===== config.mk =====
export PLATFORM = sky130hd
export DESIGN_NAME = tce_ctrl
export DESIGN_NICKNAME = d
export VERILOG_FILES = /design/src/rtl/core/tce_pkg.sv /design/src/rtl/core/tce_ctrl.sv
export SDC_FILE = /design/constraint.sdc
export NUM_CORES = 1
export LEC_CHECK = 0
export ABC_CLOCK_PERIOD_IN_PS = 4490
export BUFFER_PORTS_ARGS = -buffer_cell sky130_fd_sc_hd__buf_2
export CELL_PAD_IN_SITES_DETAIL_PLACEMENT = 1
export CELL_PAD_IN_SITES_GLOBAL_PLACEMENT = 2
export CORE_ASPECT_RATIO = 1.1
export CORE_MARGIN = 4
export CORE_UTILIZATION = 33
export DETAILED_ROUTE_END_ITERATION = 7
export GPL_TIMING_DRIVEN = 0
export PLACE_DENSITY_LB_ADDON = 0.1
export SKIP_LAST_GASP = 1
export SLEW_MARGIN = 30
export SYNTH_ARGS = -nofsm -noshare
export SYNTH_HDL_FRONTEND = slang
export SYNTH_SLANG_ARGS = --single-unit
export TNS_END_PERCENT = 100

===== constraint.sdc =====
create_clock -name clk_i -period 4.49 [get_ports clk_i]
set_input_delay 0.449 -clock clk_i [delete_from_list [all_inputs] [get_ports clk_i]]
set_output_delay 0.449 -clock clk_i [all_outputs]
set_load 0.05 [all_outputs]

===== src/rtl/core/tce_pkg.sv =====
`default_nettype none

package tce_pkg;

  // screen geometry
  localparam int COLUMNS   = 80;
  localparam int ROWS      = 25;
  localparam int USED_ROWS = ROWS - 1;
  localparam int CELLS     = COLUMNS * USED_ROWS;

  // field and index widths
  localparam int COL_W  = 7;
  localparam int ROW_W  = 5;
  localparam int OFS_W  = 11;
  localparam int ADDR_W = $clog2(CELLS);
  localparam int CELL_W = 16;

  // control characters and constants
  localparam logic [7:0] CH_BS      = 8'h08;
  localparam logic [7:0] CH_TAB     = 8'h09;
  localparam logic [7:0] CH_LF      = 8'h0A;
  localparam logic [7:0] CH_CR      = 8'h0D;
  localparam int         TAB_STEP   = 8;
  localparam logic [7:0] ATTR_RESET = 8'h0F;

  typedef enum logic [1:0] {
    OP_PUT   = 2'd0,
    OP_MOVE  = 2'd1,
    OP_CLEAR = 2'd2,
    OP_READ  = 2'd3
  } op_e;

  // screen memory access
  typedef struct packed {
    logic              we;
    logic              re;
    logic [ADDR_W-1:0] addr;
    logic [CELL_W-1:0] wdata;
  } mem_req_t;

  // one result item
  typedef struct packed {
    logic [COL_W-1:0] cursor_col;
    logic [ROW_W-1:0] cursor_row;
    logic [OFS_W-1:0] cursor_offset;
    logic [7:0]       cell_char;
    logic [7:0]       cell_attr;
    logic             scrolled;
  } res_t;

  function automatic logic [COL_W-1:0] clamp_col(logic [COL_W-1:0] c);
    return (c > COL_W'(COLUMNS - 1)) ? COL_W'(COLUMNS - 1) : c;
  endfunction

  function automatic logic [ROW_W-1:0] clamp_row(logic [ROW_W-1:0] r);
    return (r > ROW_W'(USED_ROWS - 1)) ? ROW_W'(USED_ROWS - 1) : r;
  endfunction

  // logical row to physical row of the circular row store
  function automatic logic [ROW_W-1:0] phys_row(logic [ROW_W-1:0] r, logic [ROW_W-1:0] base);
    logic [ROW_W:0] s;
    s = {1'b0, r} + {1'b0, base};
    if (s >= (ROW_W + 1)'(USED_ROWS)) begin
      s = s - (ROW_W + 1)'(USED_ROWS);
    end
    return s[ROW_W-1:0];
  endfunction

  function automatic logic [ADDR_W-1:0] cell_addr(logic [ROW_W-1:0] r, logic [COL_W-1:0] c);
    return ADDR_W'(r) * ADDR_W'(COLUMNS) + ADDR_W'(c);
  endfunction

  function automatic logic [OFS_W-1:0] cursor_ofs(logic [ROW_W-1:0] r, logic [COL_W-1:0] c);
    return OFS_W'(r) * OFS_W'(COLUMNS) + OFS_W'(c);
  endfunction

endpackage

`default_nettype wire


===== src/rtl/core/tce_ctrl.sv =====
`default_nettype none

module tce_ctrl (
  input  wire logic                        clk_i,
  input  wire logic                        rst_ni,
  input  wire logic                        in_valid_i,
  output logic                             in_stall_o,
  input  wire logic [1:0]                  op_i,
  input  wire logic [7:0]                  char_code_i,
  input  wire logic [tce_pkg::COL_W-1:0]   col_i,
  input  wire logic [tce_pkg::ROW_W-1:0]   row_i,
  input  wire logic                        cfg_we_i,
  input  wire logic [7:0]                  cfg_wdata_i,
  output tce_pkg::mem_req_t                mem_req_o,
  input  wire logic [tce_pkg::CELL_W-1:0]  mem_rdata_i,
  output logic                             res_valid_o,
  input  wire logic                        res_take_i,
  output tce_pkg::res_t                    res_o
);
  import tce_pkg::*;

  typedef enum logic [1:0] {
    ST_IDLE,
    ST_WAIT,
    ST_SWEEP,
    ST_DONE
  } state_e;

  state_e                state_q;
  logic [COL_W-1:0]      cur_col_q;
  logic [ROW_W-1:0]      cur_row_q;
  logic [ROW_W-1:0]      base_q;
  logic [USED_ROWS-1:0]  row_vld_q;
  logic [7:0]            attr_q;
  logic                  scrolled_q;
  logic                  is_read_q;
  logic                  vld_q;
  logic [ADDR_W-1:0]     addr_q;
  logic [ROW_W-1:0]      prow_q;
  logic [COL_W-1:0]      col_q;
  logic [7:0]            ch_q;
  logic [COL_W-1:0]      sweep_q;

  logic                  accept;
  op_e                   op;
  logic [COL_W-1:0]      in_col_c;
  logic [ROW_W-1:0]      in_row_c;
  logic [ROW_W-1:0]      cur_prow;
  logic [ROW_W-1:0]      rd_prow;
  logic                  printable;
  logic                  is_bs;
  logic                  bs_move;
  logic [7:0]            col_w;
  logic [ROW_W:0]        row_w;
  logic                  scroll;
  logic [COL_W-1:0]      put_col;
  logic [ROW_W-1:0]      put_row;
  logic [ADDR_W-1:0]     put_addr;
  logic [ADDR_W-1:0]     bs_addr;
  logic [ADDR_W-1:0]     rd_addr;
  logic [ROW_W-1:0]      base_next;

  assign accept     = (state_q == ST_IDLE) && in_valid_i;
  assign in_stall_o = (state_q != ST_IDLE);
  assign op         = op_e'(op_i);
  assign in_col_c   = clamp_col(col_i);
  assign in_row_c   = clamp_row(row_i);
  assign cur_prow   = phys_row(cur_row_q, base_q);
  assign rd_prow    = phys_row(in_row_c, base_q);
  assign is_bs      = (char_code_i == CH_BS);
  assign bs_move    = is_bs && (cur_col_q != '0);
  assign printable  = !(is_bs || (char_code_i == CH_TAB) ||
                        (char_code_i == CH_LF) || (char_code_i == CH_CR));
  assign put_addr   = cell_addr(cur_prow, cur_col_q);
  assign bs_addr    = cell_addr(cur_prow, COL_W'(cur_col_q - COL_W'(1)));
  assign rd_addr    = cell_addr(rd_prow, in_col_c);
  assign base_next  = (base_q == ROW_W'(USED_ROWS - 1)) ? '0 : ROW_W'(base_q + ROW_W'(1));

  // cursor after a put char
  always_comb begin
    col_w = {1'b0, cur_col_q};
    row_w = {1'b0, cur_row_q};
    case (char_code_i)
      CH_BS: begin
        if (cur_col_q != '0) begin
          col_w = col_w - 8'd1;
        end
      end
      CH_TAB: col_w = (col_w + 8'(TAB_STEP)) & ~8'(TAB_STEP - 1);
      CH_CR:  col_w = '0;
      CH_LF: begin
        col_w = '0;
        row_w = row_w + (ROW_W + 1)'(1);
      end
      default: col_w = col_w + 8'd1;
    endcase
    if (col_w >= 8'(COLUMNS)) begin
      col_w = '0;
      row_w = row_w + (ROW_W + 1)'(1);
    end
    scroll = (row_w >= (ROW_W + 1)'(USED_ROWS));
    if (scroll) begin
      row_w = (ROW_W + 1)'(USED_ROWS - 1);
    end
    put_col = col_w[COL_W-1:0];
    put_row = row_w[ROW_W-1:0];
  end

  // memory requests; accesses never overlap since one item runs at a time
  always_comb begin
    mem_req_o = '0;
    unique case (state_q)
      ST_IDLE: begin
        if (accept) begin
          if (op == OP_PUT) begin
            if (printable && row_vld_q[cur_prow]) begin
              mem_req_o.we    = 1'b1;
              mem_req_o.addr  = put_addr;
              mem_req_o.wdata = {attr_q, char_code_i};
            end else if (bs_move) begin
              mem_req_o.re   = 1'b1;
              mem_req_o.addr = bs_addr;
            end
          end else if (op == OP_READ) begin
            mem_req_o.re   = 1'b1;
            mem_req_o.addr = rd_addr;
          end
        end
      end
      ST_WAIT: begin
        // backspace keeps the attribute, an unwritten row already reads as zero
        mem_req_o.we    = vld_q;
        mem_req_o.addr  = addr_q;
        mem_req_o.wdata = {mem_rdata_i[15:8], 8'h00};
      end
      ST_SWEEP: begin
        // zero a fresh row, dropping the pending character into its column
        mem_req_o.we    = 1'b1;
        mem_req_o.addr  = cell_addr(prow_q, sweep_q);
        mem_req_o.wdata = (sweep_q == col_q) ? {attr_q, ch_q} : '0;
      end
      ST_DONE: begin
        mem_req_o = '0;
      end
      default: mem_req_o = '0;
    endcase
  end

  // sequencer, cursor, row map and row valid bits
  always_ff @(posedge clk_i or negedge rst_ni) begin
    if (!rst_ni) begin
      state_q    <= ST_IDLE;
      cur_col_q  <= '0;
      cur_row_q  <= '0;
      base_q     <= '0;
      row_vld_q  <= '0;
      attr_q     <= ATTR_RESET;
      scrolled_q <= 1'b0;
      is_read_q  <= 1'b0;
      vld_q      <= 1'b0;
      addr_q     <= '0;
      prow_q     <= '0;
      col_q      <= '0;
      ch_q       <= '0;
      sweep_q    <= '0;
    end else begin
      if (cfg_we_i) begin
        attr_q <= cfg_wdata_i;
      end
      unique case (state_q)
        ST_IDLE: begin
          if (accept) begin
            is_read_q  <= (op == OP_READ);
            scrolled_q <= (op == OP_PUT) && scroll;
            unique case (op)
              OP_PUT: begin
                cur_col_q <= put_col;
                cur_row_q <= put_row;
                if (scroll) begin
                  // the old top row becomes the new bottom row
                  base_q            <= base_next;
                  row_vld_q[base_q] <= 1'b0;
                end
                if (printable && !row_vld_q[cur_prow]) begin
                  prow_q  <= cur_prow;
                  col_q   <= cur_col_q;
                  ch_q    <= char_code_i;
                  sweep_q <= '0;
                  state_q <= ST_SWEEP;
                end else if (bs_move) begin
                  addr_q  <= bs_addr;
                  vld_q   <= row_vld_q[cur_prow];
                  state_q <= ST_WAIT;
                end else begin
                  state_q <= ST_DONE;
                end
              end
              OP_MOVE: begin
                cur_col_q <= in_col_c;
                cur_row_q <= in_row_c;
                state_q   <= ST_DONE;
              end
              OP_CLEAR: begin
                cur_col_q <= '0;
                cur_row_q <= '0;
                base_q    <= '0;
                row_vld_q <= '0;
                state_q   <= ST_DONE;
              end
              OP_READ: begin
                vld_q   <= row_vld_q[rd_prow];
                state_q <= ST_DONE;
              end
              default: state_q <= ST_DONE;
            endcase
          end
        end
        ST_WAIT: begin
          state_q <= ST_DONE;
        end
        ST_SWEEP: begin
          sweep_q <= COL_W'(sweep_q + COL_W'(1));
          if (sweep_q == COL_W'(COLUMNS - 1)) begin
            row_vld_q[prow_q] <= 1'b1;
            state_q           <= ST_DONE;
          end
        end
        ST_DONE: begin
          if (res_take_i) begin
            state_q <= ST_IDLE;
          end
        end
        default: state_q <= ST_IDLE;
      endcase
    end
  end

  // result, cell bytes come straight from the held read data
  assign res_valid_o          = (state_q == ST_DONE);
  assign res_o.cursor_col     = cur_col_q;
  assign res_o.cursor_row     = cur_row_q;
  assign res_o.cursor_offset  = cursor_ofs(cur_row_q, cur_col_q);
  assign res_o.cell_char      = (is_read_q && vld_q) ? mem_rdata_i[7:0] : 8'h00;
  assign res_o.cell_attr      = (is_read_q && vld_q) ? mem_rdata_i[15:8] : 8'h00;
  assign res_o.scrolled       = scrolled_q;

  // checks
  a_no_rw_same_cycle: assert property (@(posedge clk_i) disable iff (!rst_ni)
    !(mem_req_o.we && mem_req_o.re))
    else $error("screen memory read and write in one cycle");

  a_addr_range: assert property (@(posedge clk_i) disable iff (!rst_ni)
    (mem_req_o.we || mem_req_o.re) |-> (mem_req_o.addr < ADDR_W'(CELLS)))
    else $error("screen memory address out of range");

  a_sweep_marks_row: assert property (@(posedge clk_i) disable iff (!rst_ni)
    (state_q == ST_SWEEP && sweep_q == COL_W'(COLUMNS - 1)) |=> row_vld_q[$past(prow_q)])
    else $error("swept row not marked valid");

  a_cursor_range: assert property (@(posedge clk_i) disable iff (!rst_ni)
    (cur_col_q < COL_W'(COLUMNS)) && (cur_row_q < ROW_W'(USED_ROWS)) &&
    (base_q < ROW_W'(USED_ROWS)))
    else $error("cursor or row base out of range");

  a_scroll_only_put: assert property (@(posedge clk_i) disable iff (!rst_ni)
    (accept && op != OP_PUT) |=> !scrolled_q)
    else $error("scroll flagged for an item other than put char");

endmodule

`default_nettype wire


== Yosys cells after proc, flatten, opt, wreduce, memory -nomap -nowiden ==
Cells that the tools add are included.
Widths: inputs -> output; s select.

* $add $sub $neg: 17
* $lt $le $gt $ge: 12
* Equal/unequal tests: 23
* $mul: 4
* Bitwise operators: 4
* Muxes and demuxes: 58
* Reductions and logical operators: 32

{| class="wikitable"
|+ Operators by type and width
! cell !! number
|-
| $pmux 27 s4 || 1
|-
| $pmux 24 s2 || 2
|-
| $mux 24 || 3
|-
| $add 11x7->11 || 5
|-
| $mux 16 || 3
|-
| $mux 12 || 3
|-
| $mux 7 || 5
|-
| $eq 8x4->1 const B || 4
|-
| $mux 5 || 6
|-
| $mux 29 || 1
|-
| $mul 5x3->7 const B || 4
|-
| $and 24x24->24 || 1
|-
| $lt 5x6->1 const B || 4
|-
| $mux 8 || 3
|-
| $not 24->24 || 1
|-
| $or 24x24->24 || 1
|-
| $pmux 8 s3 || 1
|-
| $pmux 7 s3 || 1
|-
| $ge 6x5->1 const B || 3
|-
| $pmux 5 s3 || 1
|-
| $reduce_and 5->1 || 3
|-
| $pmux 7 s2 || 1
|-
| $add 5x5->6 || 2
|-
| $mux 6 || 2
|-
| other kinds (45) || 89
|}

* Input port bits: 51
* Bits in registers: 92
* Word-level logic and storage cells: 164

== Depth between registers and ports, before layout ==
Gate-level depths: netlist (run 1).

* Depth after elaboration: 11
* Gate-level depth with buffers: 19
* Gate-level depth less buffers: 19

== Least setup slack after synthesis (run 1) ==
Ideal clock, no wire load.

* Kind: register -> output
* Start point: register cur_row_q[1]
* End point: output mem_req_o[26] (netlist bit)
* Data required time: 4.041 ns
* Path slack: -1.327 ns
* Buffers on the path: 0
* Cell stages (with the launch flop): 16
* Arrival time: 5.368 ns
* Cell sequence: dfrtp_1 ha_1 a21o_1 a21oi_1 mux2_2 a221oi_1 inv_1 ha_1 ha_1 fa_1 xor2_1 nand3_1 xor2_1 o21ai_0 a21oi_1 o31ai_1

{| class="wikitable"
|+ RTL lines
! what !! line !! text
|-
| from (decl) || tce_ctrl.sv:31 || <nowiki>logic [ROW_W-1:0] cur_row_q;</nowiki>
|-
| from (signal assigned) || tce_ctrl.sv:178 || <nowiki>cur_row_q <= put_row;</nowiki>
|-
| from (signal assigned) || tce_ctrl.sv:200 || <nowiki>cur_row_q <= in_row_c;</nowiki>
|-
| to (decl) || tce_ctrl.sv:14 || <nowiki>output tce_pkg::mem_req_t mem_req_o,</nowiki>
|}

==> results of run 1 <==
-- cell usage after synthesis (all sizes together), types with 4 or more instances --
library cell / n / area share (%)
dfrtp: 88 / 26
nand2: 79 / 3.5
ha: 71 / 11
a21oi: 66 / 3.9
o21ai: 64 / 3.8
o31ai: 55 / 4.9
nor2: 53 / 2.4
clkbuf: 43 / 1.9
inv: 33 / 1.5
xnor2: 31 / 3.3
and3: 26 / 1.9
mux2: 26 / 3.5
xor2: 26 / 2.7
nand3: 23 / 1.4
a21o: 22 / 2.0
a22o: 18 / 1.9
nor2b: 18 / 1.3
buf: 16 / 1.4
nor3: 14 / 0.89
mux4: 13 / 3.5
nand2b: 12 / 0.89
fa: 11 / 2.6
mux2i: 11 / 1.3
a31oi: 10 / 0.74
a22oi: 7 / 0.62
and2: 7 / 0.52
nand4: 7 / 0.52
a211oi: 6 / 0.65
a222oi: 6 / 0.71
or3: 6 / 0.50
nand3b: 5 / 0.44
nor3b: 5 / 0.44
a211o: 4 / 0.42
a311oi: 4 / 0.42
dfstp: 4 / 1.2
o221ai: 4 / 0.42
or2: 4 / 0.30
-- flip-flops by register name (all words and copies together), names as in the netlist --
register    cells
addr_q         11
attr_q          8
base_q          5
ch_q            8
col_q           7
cur_col_q       7
cur_row_q       5
is_read_q       1
prow_q          5
row_vld_q      24
scrolled_q      1
state_q         2
sweep_q         7
vld_q           1
-- worst max path at each step --
stage	startpoint	end	slack, ns
final	base_q[0]$_DFFE_PN0P_	mem_req_o[26]	-0.62
after global routing	base_q[0]$_DFFE_PN0P_	mem_req_o[26]	-0.87
after CTS	base_q[0]$_DFFE_PN0P_	mem_req_o[26]	-0.76
after detailed placement	row_i[4]	mem_req_o[26]	-1.16
after global placement	row_i[4]	mem_req_o[26]	-1.12
after floorplan	row_i[3]	mem_req_o[26]	-0.49
-- critical path: cells and delay by family, from the launching register on --
family / cells / cell delay (ns)
AOI/OAI and AO/OA: 9 / 1.67
DFF: 1 / 0.45
xor gates and xnor gates: 2 / 0.36
buffers and inverters: 1 / 0.20
and+or+nand+nor: 1 / 0.08
adders and majority gates: 5 / 1.53
-- logic make-up (layout without fill, tap and decap cells) --
kind of cell,after synthesis,count (layout),synth area share (%)
DFF,92,92,27.3
buffers and inverters,93,279,4.82
adders and majority gates,82,82,13.1
muxes,50,50,8.29
and+or+nand+nor,270,270,16.2
xor gates and xnor gates,57,57,6.00
AOI/OAI and AO/OA,301,301,24.2
-- per-layer routing --
layer	track usage (%)	wire length (um)	vias up
li1	-	-	3868
met1	31.4	15300	4132
met2	37.7	15800	142
met3	2.44	956	25
met4	5.34	454	0
met5	0	0	-
-- area by class of cell --
type,count,area [um^2]
well taps,346,433
repair buffers,172,1280
plain buffers,57,288
clock buffers,10,229
fillers,2942,14200
inverters,34,128
clock inverters,6,93.8
flip-flops and latches,92,2320
multi-input cells,760,6300
-- per-stage QoR --
stage | TNS [ns] | hold WS, ns | instances | instance area, um^2
3_5_place_dp | -29.09 | 0.424 | 1411 | 9570
3_3_place_gp | -27.64 | 0.465 | 1410 | 9540
5_1_grt | -14.01 | 0.0493 | 1477 | 11100
6_report | -9.84 | 0.0185 | 1477 | 11100
4_1_cts | -10.98 | 0.0354 | 1464 | 10700
2_1_floorplan | -0.487 | 0.153 | 945 | 8510
-- what timing repair did --
action	in CTS	in global routing
endpoints found under the setup margin	53	38
buffers inserted	39	17
gates resized for setup	113	79
pin swaps	28	40
gates cloned	0	1
hold endpoints to repair	0	0
==> reports/summary.json, run 1 <==
{
  "async_flop_share": {"value": 100, "unit": "%"},
  "hpwlAfterDp": {"value": 23900, "unit": "um"},
  "mappedNetlistNets": {"value": 1078},
  "worst_setup_skew_after_layout": {"value": 0.0120, "unit": "ns"},
  "cts_tree": {"value": "built"},
  "fp.coreArea": {"value": 25300, "unit": "um^2"},
  "final.period_utilization": {"value": 114, "unit": "%"},
  "wire_per_inst": {"value": 22.0, "unit": "um"},
  "core.rowCount": {"value": 61},
  "commonest_cells_after_routing_fill_and_taps_aside": {"value": "92 x sky130_fd_sc_hd__buf_2, 82 x sky130_fd_sc_hd__dfrtp_1, 73 x sky130_fd_sc_hd__nand2_1"},
  "critical_path_required": {"value": 4.04, "unit": "ns"},
  "critPathMaxStageDelay": {"value": 0.51, "unit": "ns"},
  "max_clock_freq": {"value": 196, "unit": "MHz"},
  "worstSetupStartpointType": {"value": "flip-flop"},
  "grt.total_usage": {"value": 22.6, "unit": "%"},
  "floorplan.die_area": {"value": 28200, "unit": "um^2"},
  "drt_iter0_drc": {"value": 502},
  "post-route-min-period": {"value": 5.11, "unit": "ns"},
  "post_drt_via_cell_ratio": {"value": 5.53},
  "grt_overflow_total": {"value": 0},
  "report.final.setup_viol": {"value": 28},
  "numCtsBuffers": {"value": 9},
  "critical_path_class": {"value": "flip-flop to output port"},
  "ys_seq_area_share": {"value": 27.3, "unit": "%"},
  "ant_nets": {"value": 0},
  "maximum_number_of_pins_on_one_net_before_global_route_repair": {"value": 50},
  "grt_first_pass_wirelength": {"value": 50300, "unit": "um"},
  "slew_headroom": {"value": 34.9, "unit": "%"},
  "final_hold_viol_count": {"value": 0},
  "setup_repair_after_global_routing_missed_its_margin": {"value": "true"},
  "hold_class": {"value": "primary input to asynchronous set/reset pin"},
  "routabilityCongestion": {"value": 0.826},
  "post_synth_cell_types": {"value": 80},
  "violated_checks": {"value": "setup timing"},
  "grt_antenna_before_repair": {"value": 0},
  "preCtsSetupSlack": {"value": -1.16, "unit": "ns"},
  "cp_cell_sequence": {"value": "ha_4 -> fa_2 -> a21o_1 -> a21oi_2 -> xnor2_2 -> a2111oi_2 -> a221o_1 -> ha_1 -> ha_2 -> fa_1 -> nand3_2 -> a21o_1 -> a222oi_1 -> o21ai_1 -> xor2_1 -> a21oi_2 -> o31ai_4 -> buf_6"},
  "mappedNetlistArea": {"value": 8440, "unit": "um^2"},
  "least_setup_slack_across_all_paths_after_layout": {"value": -0.617, "unit": "ns"},
  "ys_seq_elements": {"value": 92},
  "ys.warnings.count": {"value": 0},
  "design.final.nets": {"value": 1259},
  "antenna_cells_inserted": {"value": 0},
  "run_status": {"value": "finished with violations"},
  "ff2ff_setup_slack": {"value": 0.05, "unit": "ns"},
  "route.vias.total": {"value": 8167},
  "critPathMaxFanout": {"value": 2},
  "reg2reg_depth": {"value": 23},
  "layout_commonest_cell": {"value": "sky130_fd_sc_hd__buf_2"},
  "slew_violations": {"value": 0},
  "clock_sink_count": {"value": 92},
  "max_cap_violations": {"value": 0},
  "initial_utilization": {"value": 33.4, "unit": "%"},
  "cts_htree_levels": {"value": 3},
  "synth.avg_cell_area": {"value": 8.93, "unit": "um^2"},
  "layout_overhead_on_the_synthesized_area": {"value": 31.2, "unit": "%"},
  "drive_gt1_share": {"value": 30.0, "unit": "%"},
  "grt_pass1_vias": {"value": 8439},
  "cp.arrival": {"value": 4.66, "unit": "ns"},
  "port_buffers": {"value": 119},
  "type_of_element_capturing_the_critical_path": {"value": "output port"},
  "num_io_pins": {"value": 122},
  "dominantRegCellSynth": {"value": "sky130_fd_sc_hd__dfrtp_1"},
  "die-height": {"value": 176, "unit": "um"},
  "timing_worst_slew_pin_value": {"value": 0.977, "unit": "ns"},
  "finalCoreUtilization": {"value": 43.9, "unit": "%"},
  "worst_skew_pair.late_latency": {"value": 0.36, "unit": "ns"},
  "ctsRootBufferMaster": {"value": "sky130_fd_sc_hd__clkbuf_16"},
  "die_w": {"value": 160, "unit": "um"},
  "drt_drc_violations_left": {"value": 0},
  "cts_hold_buffers": {"value": 0},
  "cts.reportedPaths.clkPinSlew": {"value": 0.07, "unit": "ns"},
  "synth_cells": {"value": 945},
  "r2r-start": {"value": "base_q[0]$_DFFE_PN0P_"},
  "cp_slowest_cell": {"value": "sky130_fd_sc_hd__fa_1"},
  "first_pass_iters": {"value": 5},
  "totalWireLength": {"value": 32600, "unit": "um"},
  "number_of_enable_flip_flop_cells_after_synthesis": {"value": 0},
  "reg2reg_to": {"value": "ch_q[2]$_DFFE_PN0P_"},
  "clock_path_buffers": {"value": 2}
}
Power of run 1 is left out: the tool's default activity adds up to more than one toggle a clock period on the data nets, which glitch-free logic cannot reach.
==> inputs of run 2 (changes only) <==
- ABC_CLOCK_PERIOD_IN_PS: 4490 -> 6300
- CORE_UTILIZATION: 33 -> 39
- clock period: 4.49 -> 6.3 ns (I/O delays scaled with it)
==> reports/summary.json, run 2 (synthesis results as in run 1) <==
{
  "cp.arrival": {"value": 5.39, "unit": "ns", "change": "+0.73 ns"},
  "grt_antenna_before_repair": {"value": 0, "change": "unchanged"},
  "layout_overhead_on_the_synthesized_area": {"value": 15.7, "unit": "%"},
  "grt_overflow_total": {"value": 0, "change": "unchanged"},
  "r2r-start": {"value": "cur_row_q[0]$_DFFE_PN0P_"},
  "final.period_utilization": {"value": 95.5, "unit": "%"},
  "commonest_cells_after_routing_fill_and_taps_aside": {"value": "118 x sky130_fd_sc_hd__buf_2, 88 x sky130_fd_sc_hd__dfrtp_1, 79 x sky130_fd_sc_hd__nand2_1"},
  "reg.largest.list": {"value": "row_vld_q x24, addr_q x11"},
  "drive_gt1_share": {"value": 19.6, "unit": "%", "change": "-10 points"},
  "reg2reg_depth": {"value": 10, "change": "-57%"},
  "num-fill-cells": {"value": 2608, "change": "-11%"},
  "multi_input_comb_area": {"value": 5750, "unit": "um^2", "change": "-8.8%"},
  "ff2ff_setup_slack": {"value": 1.37, "unit": "ns", "change": "+1.32 ns"},
  "floorplan.die_area": {"value": 24100, "unit": "um^2", "change": "-15%"},
  "report.final.setup_viol": {"value": 0, "change": "-100%"},
  "die-height": {"value": 162, "unit": "um", "change": "-7.6%"},
  "route.vias.total": {"value": 7971, "change": "-2.4%"},
  "grt_first_pass_wirelength": {"value": 47700, "unit": "um", "change": "-5.2%"},
  "routabilityCongestion": {"value": 0.847, "change": "+2.5%"},
  "cts_htree_levels": {"value": 3, "change": "unchanged"},
  "cts.reportedPaths.clkPinSlew": {"value": 0.07, "unit": "ns", "change": "about the same"},
  "antenna_cells_inserted": {"value": 0, "change": "unchanged"},
  "cts_tree": {"value": "built"},
  "initial_utilization": {"value": 39.6, "unit": "%", "change": "+6.2 points"},
  "totalWireLength": {"value": 29900, "unit": "um", "change": "-8.1%"},
  "max_clock_freq": {"value": 166, "unit": "MHz"},
  "timing_worst_slew_pin_value": {"value": 1.00, "unit": "ns", "change": "+0.0233 ns"},
  "type_of_element_capturing_the_critical_path": {"value": "output port"},
  "critical_path_class": {"value": "flip-flop to output port"},
  "ctsRootBufferMaster": {"value": "sky130_fd_sc_hd__clkbuf_16"},
  "cp_slowest_cell": {"value": "sky130_fd_sc_hd__a41oi_1"},
  "worstSetupStartpointType": {"value": "flip-flop"},
  "critPathMaxFanout": {"value": 10, "change": "+8"},
  "maximum_number_of_pins_on_one_net_before_global_route_repair": {"value": 60, "change": "+20%"},
  "reg2reg_to": {"value": "col_q[2]$_DFFE_PN0P_"},
  "wire_per_inst": {"value": 21.8, "unit": "um", "change": "-1.0%"},
  "critical_path_required": {"value": 5.67, "unit": "ns", "change": "+1.63 ns"},
  "ant_nets": {"value": 0, "change": "unchanged"},
  "hpwlAfterDp": {"value": 23100, "unit": "um", "change": "-3.6%"},
  "design.final.nets": {"value": 1210, "change": "-3.9%"},
  "run_status": {"value": "finished, final reports clean"},
  "clock_sink_count": {"value": 92, "change": "unchanged"},
  "cts_hold_buffers": {"value": 0, "change": "unchanged"},
  "grt_pass1_vias": {"value": 8391, "change": "-0.57%"},
  "first_pass_iters": {"value": 7, "change": "+2"},
  "hold_class": {"value": "primary input to asynchronous set/reset pin"},
  "largest_reg_flops": {"value": 24, "change": "unchanged"},
  "core.rowCount": {"value": 56, "change": "-8.2%"},
  "finalCoreUtilization": {"value": 45.8, "unit": "%", "change": "+2.0 points"},
  "drt_iter0_drc": {"value": 420, "change": "-16%"},
  "final_hold_viol_count": {"value": 0, "change": "unchanged"},
  "die_w": {"value": 148, "unit": "um", "change": "-7.6%"},
  "critPathMaxStageDelay": {"value": 0.88, "unit": "ns", "change": "+0.37 ns"},
  "port_buffers": {"value": 119, "change": "unchanged"},
  "grt.total_usage": {"value": 25.2, "unit": "%", "change": "+2.6 points"},
  "fp.coreArea": {"value": 21300, "unit": "um^2", "change": "-16%"},
  "largest-register": {"value": "row_vld_q"},
  "drt_drc_violations_left": {"value": 0, "change": "unchanged"},
  "cp_cell_sequence": {"value": "ha_1 -> fa_1 -> clkbuf_1 -> mux4_2 -> mux2i_1 -> nand3b_1 -> a41oi_1 -> nor3_2 -> a41o_1 -> a22o_1 -> buf_2"},
  "slew_headroom": {"value": 32.5, "unit": "%", "change": "-2.4 points"},
  "worst_skew_pair.late_latency": {"value": 0.36, "unit": "ns", "change": "about the same"},
  "layout_commonest_cell": {"value": "sky130_fd_sc_hd__buf_2"},
  "post_drt_via_cell_ratio": {"value": 5.81, "change": "+5.1%"},
  "worst_setup_skew_after_layout": {"value": 0.00867, "unit": "ns", "change": "-0.00328 ns"},
  "slew_violations": {"value": 0, "change": "unchanged"},
  "numCtsBuffers": {"value": 9, "change": "unchanged"},
  "max_cap_violations": {"value": 0, "change": "unchanged"},
  "post-route-min-period": {"value": 6.02, "unit": "ns"},
  "seq_area": {"value": 2310, "unit": "um^2", "change": "-0.43%"},
  "setup_repair_after_global_routing_missed_its_margin": {"value": "true"},
  "num_io_pins": {"value": 122, "change": "unchanged"},
  "clock_path_buffers": {"value": 2, "change": "unchanged"}
}
## run 2: changes by cell type in the layout (fill, tap and decap cells not counted), moves of 5 or more
cell / change
sky130_fd_sc_hd__a21oi_1: +12
sky130_fd_sc_hd__o21ai_0: +7
sky130_fd_sc_hd__a21oi_2: -8
sky130_fd_sc_hd__dfrtp_2: -5
sky130_fd_sc_hd__buf_2: +26
sky130_fd_sc_hd__clkbuf_1: +7
sky130_fd_sc_hd__nand2_1: +6
sky130_fd_sc_hd__ha_1: +6
sky130_fd_sc_hd__ha_4: -5
sky130_fd_sc_hd__buf_4: -30
sky130_fd_sc_hd__buf_6: -44
sky130_fd_sc_hd__dfrtp_1: +6
## run 2: routing by layer
layer  wire length, um  global-route usage [%]  share of wire (%)
met1             13900                    34.3                 47
met2             14700                    42.7                 49
met3               808                    2.57                2.7
met4               516                    6.89                1.7
met5                 0                       0                  0
## run 2: final cells by class
type	instances	area share [%]
Clock buffer	10	2.34
Buffer	59	2.86
Timing Repair Buffer	121	6.55
Inverter	34	1.31
Tap cell	290	3.72
Multi-Input combinational cell	760	58.9
Clock inverter	6	0.730
Sequential cell	92	23.6
## run 2: worst max-delay path by stage
stage	cells after the start	startpoint	end
after detailed placement	21	row_i[4]	mem_req_o[26]
after floorplan	19	row_i[3]	mem_req_o[26]
after CTS	16	cur_row_q[1]$_DFFE_PN0P_	mem_req_o[26]
final	11	cur_row_q[0]$_DFFE_PN0P_	mem_req_o[10]
after global routing	21	row_i[4]	mem_req_o[26]
after global placement	21	row_i[4]	mem_req_o[26]
## run 2: through the flow
stage | setup WS (ns) | cell area [um^2] | std cells | setup TNS, ns | hold WS (ns)
5_1_grt | -0.0493 | 9770 | 1372 | -0.0493 | 0.184
3_3_place_gp | 0.133 | 9400 | 1354 | 0 | 0.464
3_5_place_dp | 0.154 | 9430 | 1355 | 0 | 0.473
2_1_floorplan | 0.195 | 8440 | 945 | 0 | 0.334
6_report | 0.281 | 9770 | 1372 | 0 | 0.165
4_1_cts | 0.0155 | 9730 | 1371 | 0 | 0.171
## run 2: critical path: cells and delay by family, from the launching register on
kind            cells  cell delay [ns]
compound gates      3             1.54
fa+ha+maj           2             1.02
buf+inv             2             0.72
flops               1             0.53
mux                 2             0.77
simple gates        2             0.42
## run 2: what timing repair did
action,4_1_cts,5_1_grt
resized for setup,0,5
setup buffers,0,1
endpoints found under the setup margin,0,4
Power of run 2 is left out for the same reason.
